===== src/rtl/block_buffer_cache_lru_assert.svh =====
// assertion macros shared by the cache rtl
`ifndef BLOCK_BUFFER_CACHE_LRU_ASSERT_SVH
`define BLOCK_BUFFER_CACHE_LRU_ASSERT_SVH

// same-cycle implication, checked out of reset
`define BBC_ASSERT_IMPL(label, clk, rst_n, ante, cons) \
    label: assert property (@(posedge clk) disable iff (!rst_n) (ante) |-> (cons)) \
        else $error("bbc assertion failed");

// next-cycle implication, checked out of reset
`define BBC_ASSERT_NEXT(label, clk, rst_n, ante, cons) \
    label: assert property (@(posedge clk) disable iff (!rst_n) (ante) |=> (cons)) \
        else $error("bbc assertion failed");

`endif


===== src/rtl/bbc_pkg.sv =====
`timescale 1ns / 1ps
package bbc_pkg;

    typedef enum logic [2:0] {
        OP_GET        = 3'd0,
        OP_RELEASE    = 3'd1,
        OP_PIN        = 3'd2,
        OP_UNPIN      = 3'd3,
        OP_MARK_VALID = 3'd4
    } op_t;

    typedef enum logic [1:0] {
        STAT_OK        = 2'd0,
        STAT_NO_FREE   = 2'd1,
        STAT_COUNT_ERR = 2'd2
    } stat_t;

    typedef enum logic [2:0] {
        CS_IDLE,
        CS_SCAN,
        CS_DRAIN,
        CS_READ,
        CS_DECIDE
    } ctl_state_t;

    typedef struct packed {
        logic [15:0] dev;
        logic [31:0] blk;
        logic [7:0]  refs;
        logic [31:0] rtime;
        logic        dv;
    } entry_t;

    typedef struct packed {
        logic load;
        logic scan_issue;
        logic entry_issue;
        logic commit;
    } bbc_cmd_t;

    typedef struct packed {
        logic scan_last;
    } bbc_sts_t;

    localparam logic [7:0] REFS_MAX = 8'hFF;

endpackage


===== src/rtl/bbc_if.sv =====
`timescale 1ns / 1ps
interface bbc_req_if;
    logic        valid;
    logic        ready;
    logic [2:0]  op;
    logic [15:0] device;
    logic [31:0] block_number;
    logic [4:0]  entry;
    logic [31:0] now;

    modport source (output valid, output op, output device, output block_number,
                    output entry, output now, input ready);
    modport sink (input valid, input op, input device, input block_number,
                  input entry, input now, output ready);
endinterface

interface bbc_rsp_if;
    logic       valid;
    logic       ready;
    logic [4:0] slot;
    logic       hit;
    logic       needs_read;
    logic [7:0] ref_count;
    logic [1:0] status;

    modport source (output valid, output slot, output hit, output needs_read,
                    output ref_count, output status, input ready);
    modport sink (input valid, input slot, input hit, input needs_read,
                  input ref_count, input status, output ready);
endinterface


===== src/rtl/bbc_ctrl.sv =====
`timescale 1ns / 1ps
module bbc_ctrl (
    input  logic              clk,
    input  logic              rst_n,
    input  logic              in_valid,
    input  logic              in_get,
    output logic              in_ready,
    output logic              out_valid,
    input  logic              out_ready,
    input  bbc_pkg::bbc_sts_t sts,
    output bbc_pkg::bbc_cmd_t cmd
);
    import bbc_pkg::*;

    ctl_state_t state_reg, state_next;
    logic       out_valid_reg, out_valid_next;

    always_ff @(posedge clk or negedge rst_n)
    begin
        if (!rst_n)
        begin
            state_reg     <= CS_IDLE;
            out_valid_reg <= 1'b0;
        end
        else
        begin
            state_reg     <= state_next;
            out_valid_reg <= out_valid_next;
        end
    end

    always_comb
    begin
        state_next = state_reg;
        cmd        = '0;
        in_ready   = 1'b0;
        unique case (state_reg)
            CS_IDLE:
            begin
                in_ready = 1'b1;
                if (in_valid)
                begin
                    cmd.load   = 1'b1;
                    state_next = in_get ? CS_SCAN : CS_READ;
                end
            end
            CS_SCAN:
            begin
                cmd.scan_issue = 1'b1;
                if (sts.scan_last)
                begin
                    state_next = CS_DRAIN;
                end
            end
            CS_DRAIN:
            begin
                state_next = CS_DECIDE;
            end
            CS_READ:
            begin
                cmd.entry_issue = 1'b1;
                state_next      = CS_DECIDE;
            end
            CS_DECIDE:
            begin
                // hold the decision until the result register is free
                if (!out_valid_reg || out_ready)
                begin
                    cmd.commit = 1'b1;
                    state_next = CS_IDLE;
                end
            end
            default:
            begin
                state_next = CS_IDLE;
            end
        endcase
    end

    always_comb
    begin
        out_valid_next = out_valid_reg;
        if (cmd.commit)
        begin
            out_valid_next = 1'b1;
        end
        else if (out_ready)
        begin
            out_valid_next = 1'b0;
        end
    end

    assign out_valid = out_valid_reg;

endmodule


===== src/rtl/bbc_dpath.sv =====
`timescale 1ns / 1ps
module bbc_dpath #(
    parameter int BUFFERS = 32
) (
    input  logic              clk,
    input  logic              rst_n,
    input  bbc_pkg::bbc_cmd_t cmd,
    output bbc_pkg::bbc_sts_t sts,
    input  logic [2:0]        op,
    input  logic [15:0]       device,
    input  logic [31:0]       block_number,
    input  logic [4:0]        entry,
    input  logic [31:0]       now,
    output logic [4:0]        slot,
    output logic              hit,
    output logic              needs_read,
    output logic [7:0]        ref_count,
    output logic [1:0]        status
);
    import bbc_pkg::*;

    localparam int IDX_W = $clog2(BUFFERS);

    entry_t               mem [BUFFERS];
    logic [BUFFERS-1:0]   vld_reg;

    logic [2:0]           op_reg;
    logic [15:0]          dev_reg;
    logic [31:0]          blk_reg;
    logic [4:0]           entry_reg;
    logic [31:0]          now_reg;

    logic [IDX_W-1:0]     cnt_reg;
    logic [IDX_W-1:0]     raddr;
    logic [IDX_W-1:0]     ridx_reg;
    logic                 rvalid_reg;
    entry_t               rd_reg;
    logic                 rd_ok_reg;
    entry_t               ent;

    logic                 m_found_reg;
    logic [IDX_W-1:0]     m_idx_reg;
    logic [7:0]           m_refs_reg;
    logic [31:0]          m_time_reg;
    logic                 m_dv_reg;
    logic                 v_found_reg;
    logic [IDX_W-1:0]     v_idx_reg;
    logic [31:0]          v_time_reg;

    logic                 ent_match;
    logic                 ent_free;
    logic                 in_range;

    logic                 wr_req;
    logic [IDX_W-1:0]     waddr;
    entry_t               wdata;
    logic [4:0]           res_slot;
    logic                 res_hit;
    logic                 res_nr;
    logic [7:0]           res_cnt;
    stat_t                res_stat;
    logic [7:0]           refs_inc;
    logic [7:0]           refs_dec;

    logic [4:0]           slot_reg;
    logic                 hit_reg;
    logic                 nr_reg;
    logic [7:0]           cnt_out_reg;
    logic [1:0]           stat_reg;

    assign raddr         = cmd.scan_issue ? cnt_reg : IDX_W'(entry_reg);
    assign sts.scan_last = (cnt_reg == IDX_W'(BUFFERS - 1));
    // entries never written read as the reset value
    assign ent           = rd_ok_reg ? rd_reg : '0;
    assign ent_match     = (ent.dev == dev_reg) && (ent.blk == blk_reg);
    assign ent_free      = (ent.refs == 8'd0);
    assign in_range      = ({27'd0, entry_reg} < 32'(BUFFERS));
    assign refs_inc      = ent.refs + 8'd1;
    assign refs_dec      = ent.refs - 8'd1;

    always_ff @(posedge clk)
    begin
        if (cmd.scan_issue || cmd.entry_issue)
        begin
            rd_reg    <= mem[raddr];
            rd_ok_reg <= vld_reg[raddr];
        end
        if (cmd.commit && wr_req)
        begin
            mem[waddr] <= wdata;
        end
    end

    always_ff @(posedge clk)
    begin
        if (cmd.load)
        begin
            op_reg    <= op;
            dev_reg   <= device;
            blk_reg   <= block_number;
            entry_reg <= entry;
            now_reg   <= now;
        end
        ridx_reg <= cnt_reg;
        if (rvalid_reg && ent_match && !m_found_reg)
        begin
            m_idx_reg  <= ridx_reg;
            m_refs_reg <= ent.refs;
            m_time_reg <= ent.rtime;
            m_dv_reg   <= ent.dv;
        end
        if (rvalid_reg && ent_free && (!v_found_reg || ent.rtime < v_time_reg))
        begin
            v_idx_reg  <= ridx_reg;
            v_time_reg <= ent.rtime;
        end
        if (cmd.commit)
        begin
            slot_reg    <= res_slot;
            hit_reg     <= res_hit;
            nr_reg      <= res_nr;
            cnt_out_reg <= res_cnt;
            stat_reg    <= res_stat;
        end
    end

    always_ff @(posedge clk or negedge rst_n)
    begin
        if (!rst_n)
        begin
            vld_reg     <= '0;
            cnt_reg     <= '0;
            rvalid_reg  <= 1'b0;
            m_found_reg <= 1'b0;
            v_found_reg <= 1'b0;
        end
        else
        begin
            rvalid_reg <= cmd.scan_issue;
            if (cmd.load)
            begin
                cnt_reg     <= '0;
                m_found_reg <= 1'b0;
                v_found_reg <= 1'b0;
            end
            else
            begin
                if (cmd.scan_issue)
                begin
                    cnt_reg <= cnt_reg + 1'b1;
                end
                if (rvalid_reg && ent_match)
                begin
                    m_found_reg <= 1'b1;
                end
                if (rvalid_reg && ent_free)
                begin
                    v_found_reg <= 1'b1;
                end
            end
            if (cmd.commit && wr_req)
            begin
                vld_reg[waddr] <= 1'b1;
            end
        end
    end

    always_comb
    begin
        wr_req   = 1'b0;
        waddr    = IDX_W'(entry_reg);
        wdata    = ent;
        res_slot = entry_reg;
        res_hit  = 1'b0;
        res_nr   = !ent.dv;
        res_cnt  = ent.refs;
        res_stat = STAT_OK;
        if (op_reg == OP_GET)
        begin
            if (m_found_reg)
            begin
                res_slot = 5'(m_idx_reg);
                res_hit  = 1'b1;
                res_nr   = !m_dv_reg;
                res_cnt  = m_refs_reg;
                if (m_refs_reg == REFS_MAX)
                begin
                    res_stat = STAT_COUNT_ERR;
                end
                else
                begin
                    res_cnt = m_refs_reg + 8'd1;
                    wr_req  = 1'b1;
                    waddr   = m_idx_reg;
                    wdata   = '{dev: dev_reg, blk: blk_reg, refs: res_cnt,
                                rtime: m_time_reg, dv: m_dv_reg};
                end
            end
            else if (v_found_reg)
            begin
                res_slot = 5'(v_idx_reg);
                res_nr   = 1'b1;
                res_cnt  = 8'd1;
                wr_req   = 1'b1;
                waddr    = v_idx_reg;
                wdata    = '{dev: dev_reg, blk: blk_reg, refs: 8'd1,
                             rtime: v_time_reg, dv: 1'b0};
            end
            else
            begin
                res_slot = 5'd0;
                res_nr   = 1'b0;
                res_cnt  = 8'd0;
                res_stat = STAT_NO_FREE;
            end
        end
        else if (!in_range)
        begin
            res_nr  = 1'b0;
            res_cnt = 8'd0;
            if (op_reg == OP_RELEASE || op_reg == OP_PIN || op_reg == OP_UNPIN ||
                op_reg == OP_MARK_VALID)
            begin
                res_stat = STAT_COUNT_ERR;
            end
        end
        else
        begin
            unique case (op_reg)
                OP_RELEASE, OP_UNPIN:
                begin
                    if (ent_free)
                    begin
                        res_stat = STAT_COUNT_ERR;
                    end
                    else
                    begin
                        res_cnt    = refs_dec;
                        wr_req     = 1'b1;
                        wdata.refs = refs_dec;
                        // last release stamps the time for replacement order
                        if (op_reg == OP_RELEASE && refs_dec == 8'd0)
                        begin
                            wdata.rtime = now_reg;
                        end
                    end
                end
                OP_PIN:
                begin
                    if (ent.refs == REFS_MAX)
                    begin
                        res_stat = STAT_COUNT_ERR;
                    end
                    else
                    begin
                        res_cnt    = refs_inc;
                        wr_req     = 1'b1;
                        wdata.refs = refs_inc;
                    end
                end
                OP_MARK_VALID:
                begin
                    res_nr   = 1'b0;
                    wr_req   = 1'b1;
                    wdata.dv = 1'b1;
                end
                default:
                begin
                end
            endcase
        end
    end

    assign slot       = slot_reg;
    assign hit        = hit_reg;
    assign needs_read = nr_reg;
    assign ref_count  = cnt_out_reg;
    assign status     = stat_reg;

endmodule


===== src/rtl/block_buffer_cache_lru.sv =====
`timescale 1ns / 1ps
// channel  dir  payload
// req      in   op, device, block_number, entry, now
// rsp      out  slot, hit, needs_read, ref_count, status
//
// one item at a time: a get scans every entry, one entry a cycle, through the single
// read port of the entry memory and then decides; release, pin, unpin and mark valid
// read only the addressed entry.
// reset leaves every entry reading as zero through per-entry valid flags; no
// clearing pass, items are taken right after reset.
// a result waits in its output register while the next item is already taken.
module block_buffer_cache_lru #(
    parameter int BUFFERS = 32
) (
    input  logic     clk,
    input  logic     rst_n,
    bbc_req_if.sink  req,
    bbc_rsp_if.source rsp
);
    import bbc_pkg::*;

    bbc_cmd_t cmd;
    bbc_sts_t sts;
    logic     in_get;

    assign in_get = (req.op == OP_GET);

    bbc_ctrl u_ctrl (
        .clk       (clk),
        .rst_n     (rst_n),
        .in_valid  (req.valid),
        .in_get    (in_get),
        .in_ready  (req.ready),
        .out_valid (rsp.valid),
        .out_ready (rsp.ready),
        .sts       (sts),
        .cmd       (cmd)
    );

    bbc_dpath #(
        .BUFFERS (BUFFERS)
    ) u_dpath (
        .clk          (clk),
        .rst_n        (rst_n),
        .cmd          (cmd),
        .sts          (sts),
        .op           (req.op),
        .device       (req.device),
        .block_number (req.block_number),
        .entry        (req.entry),
        .now          (req.now),
        .slot         (rsp.slot),
        .hit          (rsp.hit),
        .needs_read   (rsp.needs_read),
        .ref_count    (rsp.ref_count),
        .status       (rsp.status)
    );

`include "block_buffer_cache_lru_assert.svh"

    `BBC_ASSERT_NEXT(a_one_item, clk, rst_n, req.valid && req.ready, !req.ready)
    `BBC_ASSERT_IMPL(a_no_overwrite, clk, rst_n, cmd.commit, !rsp.valid || rsp.ready)
    `BBC_ASSERT_NEXT(a_commit_shows, clk, rst_n, cmd.commit, rsp.valid)
    `BBC_ASSERT_IMPL(a_single_cmd, clk, rst_n, 1'b1, $onehot0(cmd))

endmodule


===== src/flat_wrapper.sv =====
// flat-port wrapper written by rule: the top's interface ports become plain ports
module block_buffer_cache_lru_flat import bbc_pkg::*;
#(
    parameter int BUFFERS = 32
)
  (clk, rst_n, req_valid, req_op, req_device, req_block_number, req_entry, req_now, req_ready, rsp_valid, rsp_slot, rsp_hit, rsp_needs_read, rsp_ref_count, rsp_status, rsp_ready);
  bbc_req_if req_i ();
  bbc_rsp_if rsp_i ();
  input  logic clk;
  input  logic rst_n;
  input wire logic [$bits(req_i.valid)-1:0] req_valid;
  input wire logic [$bits(req_i.op)-1:0] req_op;
  input wire logic [$bits(req_i.device)-1:0] req_device;
  input wire logic [$bits(req_i.block_number)-1:0] req_block_number;
  input wire logic [$bits(req_i.entry)-1:0] req_entry;
  input wire logic [$bits(req_i.now)-1:0] req_now;
  output wire logic [$bits(req_i.ready)-1:0] req_ready;
  output wire logic [$bits(rsp_i.valid)-1:0] rsp_valid;
  output wire logic [$bits(rsp_i.slot)-1:0] rsp_slot;
  output wire logic [$bits(rsp_i.hit)-1:0] rsp_hit;
  output wire logic [$bits(rsp_i.needs_read)-1:0] rsp_needs_read;
  output wire logic [$bits(rsp_i.ref_count)-1:0] rsp_ref_count;
  output wire logic [$bits(rsp_i.status)-1:0] rsp_status;
  input wire logic [$bits(rsp_i.ready)-1:0] rsp_ready;
  assign req_i.valid = req_valid;
  assign req_i.op = req_op;
  assign req_i.device = req_device;
  assign req_i.block_number = req_block_number;
  assign req_i.entry = req_entry;
  assign req_i.now = req_now;
  assign req_ready = req_i.ready;
  assign rsp_valid = rsp_i.valid;
  assign rsp_slot = rsp_i.slot;
  assign rsp_hit = rsp_i.hit;
  assign rsp_needs_read = rsp_i.needs_read;
  assign rsp_ref_count = rsp_i.ref_count;
  assign rsp_status = rsp_i.status;
  assign rsp_i.ready = rsp_ready;
  block_buffer_cache_lru #(.BUFFERS(BUFFERS)) u_core (.clk(clk), .rst_n(rst_n), .req(req_i), .rsp(rsp_i));
endmodule

===== config.mk =====
export PLATFORM = sky130hd
export DESIGN_NAME = block_buffer_cache_lru_flat
export DESIGN_NICKNAME = d
export VERILOG_FILES = /design/src/rtl/bbc_pkg.sv /design/src/rtl/bbc_if.sv /design/src/rtl/bbc_ctrl.sv /design/src/rtl/bbc_dpath.sv /design/src/rtl/block_buffer_cache_lru.sv /design/src/flat_wrapper.sv
export VERILOG_INCLUDE_DIRS = /design/src /design/src/rtl
export SDC_FILE = /design/constraint.sdc
export NUM_CORES = 2
export LEC_CHECK = 0
export BUFFER_PORTS_ARGS = -buffer_cell sky130_fd_sc_hd__clkbuf_2
export CORE_ASPECT_RATIO = 0.5
export CORE_MARGIN = 4
export CORE_UTILIZATION = 40
export CTS_CLUSTER_SIZE = 25
export DETAILED_ROUTE_END_ITERATION = 8
export HOLD_SLACK_MARGIN = 0.12
export PLACE_DENSITY = 0.53
export SETUP_SLACK_MARGIN = 0.02
export SLEW_MARGIN = 20
export SYNTH_ARGS = -nofsm -noshare
export SYNTH_HDL_FRONTEND = slang
export SYNTH_SLANG_ARGS = --single-unit

===== constraint.sdc =====
create_clock -name clk -period 14.3 [get_ports clk]
set_input_delay 2.86 -clock clk [delete_from_list [all_inputs] [get_ports clk]]
set_output_delay 2.86 -clock clk [all_outputs]
set_load 0.02 [all_outputs]

# [Yosys cells after proc, flatten, opt, wreduce, memory -nomap -nowiden]
# Memory sizes are Yosys's and may differ from the RTL's. A register that Yosys moved wholly into a read port is not among the register bits.
# Index checks and enable logic that the tools add are counted.
# W data, S select, Z words.
[word_totals] regBits=238 ramBits=2848 n_memories=1
[classes] n_addsub=4 order_cmp=4 eq_ne=16 muxes=70 bitwise=1 n_reduce_logical=28
[memory_table] name="u_core.u_dpath.mem" depth=32 width=89 rd=1 rd_clocked_by_memory_dff=1 wr=1 line="bbc_dpath.sv:24" source="entry_t mem [BUFFERS];"
[op_table] cell="$mux W89" count=4
[op_table] cell="$mux W32" count=2
[op_table] cell="$mux W5" count=10
[op_table] cell="$mux W48" count=1
[op_table] cell="$mux W41" count=1
[op_table] cell="$mux W40" count=1
[op_table] cell="$mux W8" count=5
[op_table] cell="$eq A32 B32 Y1" count=1
[op_table] cell="$lt A32 B32 Y1" count=1
[op_table] cell="$or A32 B32 Y32" count=1
[op_table] cell="$pmux W8 S2" count=2
[op_table] cell="$mux W1" count=30
[op_table] cell="$add A8 B1 Y8 const B" count=2
[op_table] cell="$eq A16 B16 Y1" count=1
[op_table] cell="$eq A8 B8 Y1 const B" count=2
[op_table] cell="$logic_not A8 Y1" count=2
[op_table] cell="$eq A3 B2 Y1 const B" count=4
[op_table] cell="$lt A5 B6 Y1 const B" count=2
[op_table] cell="$mux W2" count=6
[op_table] cell="$pmux W3 S4" count=1
[op_table] cell="$logic_not A3 Y1" count=3
[op_table] cell="$mux W3" count=3
[op_table] cell="$logic_and A1 B1 Y1" count=8
[op_table] cell="$reduce_bool A2 Y1" count=4
[op_table] cell="16 further kinds" count=26

# [Longest topological paths before layout]
[logic_depth] ltp_word=9 ltp_mapped=18 mapped_depth_nobuf=10

# [Hierarchy]
# From an unflattened synthesis, not the netlist that was laid out.
[hier_totals] cells_unflattened=9372 area_unflattened_um2=132659.7
[modules_own_cells] module="bbc_dpath" instances=1 cells_per_inst=9346 area_per_inst_um2=132409.5
[modules_own_cells] module="bbc_ctrl" instances=1 cells_per_inst=25 area_per_inst_um2=240.2
[modules_own_cells] module="block_buffer_cache_lru" instances=1 cells_per_inst=1 area_per_inst_um2=10.0

# [Worst setup path before layout]
# OpenSTA, ideal clock, no wires.
[synth_timing] path_type="input -> register" startpoint="input rsp_ready" endpoint="memory u_core.u_dpath.mem[3][0] (netlist bit), enable pin" arrival_ns=8.403 required_ns=13.762 setup_slack_ns=5.359 cell_stages=6 cell_sequence="nor2b_1 nor2_1 nand4_1 or3_1 clkbuf_1 nor2_1"
[synth_lines] item="from (decl)" line="flat_wrapper.sv:24" source="input wire logic [$bits(rsp_i.ready)-1:0] rsp_ready;"
[synth_lines] item="to (decl)" line="bbc_dpath.sv:24"

# [Final worst setup path]
[layout_timing] startpoint="register u_core.u_dpath.m_found_reg" endpoint="memory u_core.u_dpath.mem[3][13] (netlist bit), enable pin"
[layout_via] elab_chain_cells=5 word_cells_on_any_way=7 cone_classes="mux: 6; reduce/logical: 1"
[layout_lines] item="from (decl)" line="bbc_dpath.sv:41" source="logic m_found_reg;"
[layout_lines] item="from (signal assigned)" line="bbc_dpath.sv:134" source="m_found_reg <= 1'b0;"
[layout_lines] item="from (signal assigned)" line="bbc_dpath.sv:143" source="m_found_reg <= 1'b0;"
[layout_lines] item="from (signal assigned)" line="bbc_dpath.sv:154" source="m_found_reg <= 1'b1;"
[layout_lines] item="$mux W1" line="bbc_dpath.sv:180" source="if (m_found_reg)"
[layout_lines] item="$mux W1" line="bbc_dpath.sv:178" source="if (op_reg == OP_GET)"
[layout_lines] item="$logic_and A1 B1 Y1" line="bbc_dpath.sv:88" source="if (cmd.commit && wr_req)"
[layout_lines] item="$mux W1" line="bbc_dpath.sv:88"
[layout_lines] item="$mux W1 (not written as such)" line="bbc_dpath.sv:90" source="mem[waddr] <= wdata;"
# Parallel ways exist; a longest one is shown, timed or not.

==> metrics.cfg <==
[setup_path]
crit_required_ps = 14820
r2r_cells = 8
worst_path_largest_cell_delay_ps = 890
cp_num_buf_inv = 2
timing.rr.end = u_core.u_dpath.mem[3][13]
rrSetupSlack_ps = 7910
critPathMaxFanout = 53
crit_path_end_kind = flop
r2r-start = u_core.u_dpath.m_found_reg
worstSetupPathType = flop to flop
cp_top_family = simple AND/OR/NAND/NOR gates
start_kind = flop
worstPathCellList = nor2_1, a31oi_4, nand2_4, a22oi_1, nand3_1, nor2_4, buf_4, buf_4
cpMostUsedCell = buf_4
crit_path_start = u_core.u_dpath.m_found_reg
critPathArrivalTime_ps = 6920
slowest_stage = buf_4

[timing]
rsz0062_at_grt = false
drv_slew = 0
period_needed_ps = 6390
fin_setup_tns_ps = 0
tightest_slew_ps = 1260
setup_viol = 0
finalHoldViolCount = 0
fmax_ghz = 0.156
slew_headroom = 0.160
fin_worst_skew_ps = 46.9
finalCritPeriodShare = 0.447

[cells_and_area]
syn_to_final_growth_pct = 11.7
n_fill_cell = 30043
fin_nets = 10299
largest_reg_flops = 2848
final_util = 0.449
fin_area_mm2 = 0.152
drive_gt1_frac = 0.104

[hold_path]
min_from = u_core.u_dpath.ridx_reg[3]
min_path_type = flop to flop
whs_path_depth = 0
holdPathEnd = u_core.u_dpath.v_idx_reg[3]

[yosys]
yosysSeqAreaShare = 0.699
async_flop_share = 0.0139
synthesis.area_mm2 = 0.136
ys_types = 80
ys_ff_latch = 3175
synth_area_leader_cell = edfxtp_1
syn_area_per_cell_um2 = 13.3
synthCells = 10247
ys.flop_type = edfxtp_1
synth-edff-count = 3126
yosys-top-cells-area = edfxtp_1, nand2_1, mux2i_1, a211oi_1, o22ai_1
synth_top_area_share = 0.690
yosys_warnings = 0
syn_nets = 10377

[grt]
grt_pass1_wl_mm = 683
first_global_vias = 87999
antenna_found_initial = 22
gr-usage-all-layers = 0.272
grt_max_degree = 144
gr-total-overflow = 0

[routing]
vias = 94526
final_antenna_net_count = 0
drtIter0Drc = 13692
drt-vias-per-instance = 6.34
drt-pass1-iter-count = 8
drc_errors = 0
drt_wl_total_mm = 491
wire_per_inst_um = 33.0

[cts]
clock-sinks = 3175
cts_resized = 0
root_buffer = clkbuf_16
cts_tree = yes
cts_hold_buffers = 0
cts_buffer_depth = 4
post_cts_buffers = 0
h-tree-depth = 5
path_clk_slew_ps = 60
worstSkewPairLatency_ps = 930
cts_made_buffers = 308

[job]
maxCapViolCount = 0

[floorplan]
die_width_um = 833
die_h_um = 420
dieArea_mm2 = 0.350
core_area_mm2 = 0.339
io_pins = 111
rows = 151
start_util = 0.402

[placed_design]
place.gp.congestion = 0.891
dp_hpwl_mm = 265
port_buffers = 110
placed_area_mm2 = 0.143

[pwr]
ir_worst_vdd_v = 0.000190
powerDensity_mw_per_mm2 = 213
leakagePower_nw = 49.8

[run_status]
outcome = completed

## placed cells by master (no fill, tap or decap), types with 257 or more instances in the layout
cell	n
clkbuf_16	314
buf_4	257
nor3_1	264
nand3_1	611
nand2_1	1652
mux2i_1	381
a211oi_1	441
o22ai_1	499
nor2b_1	310
edfxtp_1	3126
a21oi_1	263
## worst max-delay path by stage
stage / end / cells after the start
5_1_grt: u_core.u_dpath.mem[3][13] / 8
3_3_place_gp: u_core.u_dpath.mem[3][21] / 10
4_1_cts: u_core.u_dpath.mem[3][70] / 10
3_5_place_dp: u_core.u_dpath.mem[3][78] / 10
2_1_floorplan: u_core.u_dpath.mem[3][0] / 6
6_report: u_core.u_dpath.mem[3][13] / 8
## power by group
part	internal [mW]	switching (mW)	leakage, nW
Clock	4.36	3.61	4.54
Sequential	12.1	0.475	29.3
Combinational	3.04	8.86	16.0
## worst reg2reg max path, delay by kind of cell (launching register included)
kind                   cells  cell delay, ps
AOI/OAI and AO/OA          2            1070
DFF                        1             880
and+or+nand+nor            4            2390
buffers and inverters      2            1600
## cells by family after synthesis
logic type               count (synthesis)  share of synthesized area
AND/OR/NAND/NOR                       3489                      0.119
flip-flops                            3175                      0.699
AO/OA/AOI/OAI                         2147                      0.105
buffers and inverters                  864                     0.0249
multiplexers                           511                     0.0471
adder cells (fa/ha/maj)                 38                    0.00349
XOR/XNOR                                23                    0.00148
## synthesized netlist by cell type, types with 27 or more instances
| library cell | count |
|---|---|
| and2_1 | 56 |
| clkbuf_1 | 564 |
| a31oi_1 | 215 |
| o211ai_1 | 29 |
| ha_1 | 38 |
| mux4_2 | 101 |
| nor2_1 | 205 |
| dfrtp_1 | 44 |
| buf_1 | 128 |
| nand4_1 | 93 |
| inv_1 | 76 |
| nor3_1 | 265 |
| nor2b_1 | 311 |
| o21bai_1 | 28 |
| nor4_1 | 55 |
| a221oi_1 | 52 |
| a32oi_1 | 30 |
| nand3_1 | 615 |
| o21ai_0 | 275 |
| o22ai_1 | 500 |
| buf_2 | 90 |
| mux2i_1 | 383 |
| a211oi_1 | 441 |
| edfxtp_1 | 3126 |
| mux2_2 | 27 |
| nand2_1 | 1665 |
| a21oi_1 | 266 |
| and3_1 | 123 |
| a311oi_1 | 49 |
| a2111oi_0 | 108 |
## stage by stage
stage | instances | setup slack (ps) | total power, mW | hold WS, ps
2_1_floorplan | 10247 | 5360 | 19.3 | 372
3_3_place_gp | 14367 | 7230 | 24.3 | 404
3_5_place_dp | 14370 | 7120 | 24.4 | 413
4_1_cts | 14892 | 8100 | 32.3 | 428
5_1_grt | 14894 | 7760 | 33.6 | 441
6_report | 14902 | 7910 | 32.4 | 435
## final cells by class
cell class,instances,area [um^2],area share
Antenna cell,8,20.0,0.000132
Clock buffer,387,8140,0.0536
Timing Repair Buffer,399,3100,0.0204
Inverter,77,297,0.00195
Clock inverter,135,1200,0.00790
Tap cell,4513,5650,0.0371
Multi-Input combinational cell,6208,38500,0.253
Sequential cell,3175,95100,0.625
## metal layers
metal  GRT usage  routed length, um  vias up
met5           0                 48        -
met4      0.0941              19000        8
met3      0.0487              49500      915
met2       0.420             218000     5362
met1       0.390             205000    48627
li1            -                  -    39614
(Power assumes the default switching activity.)
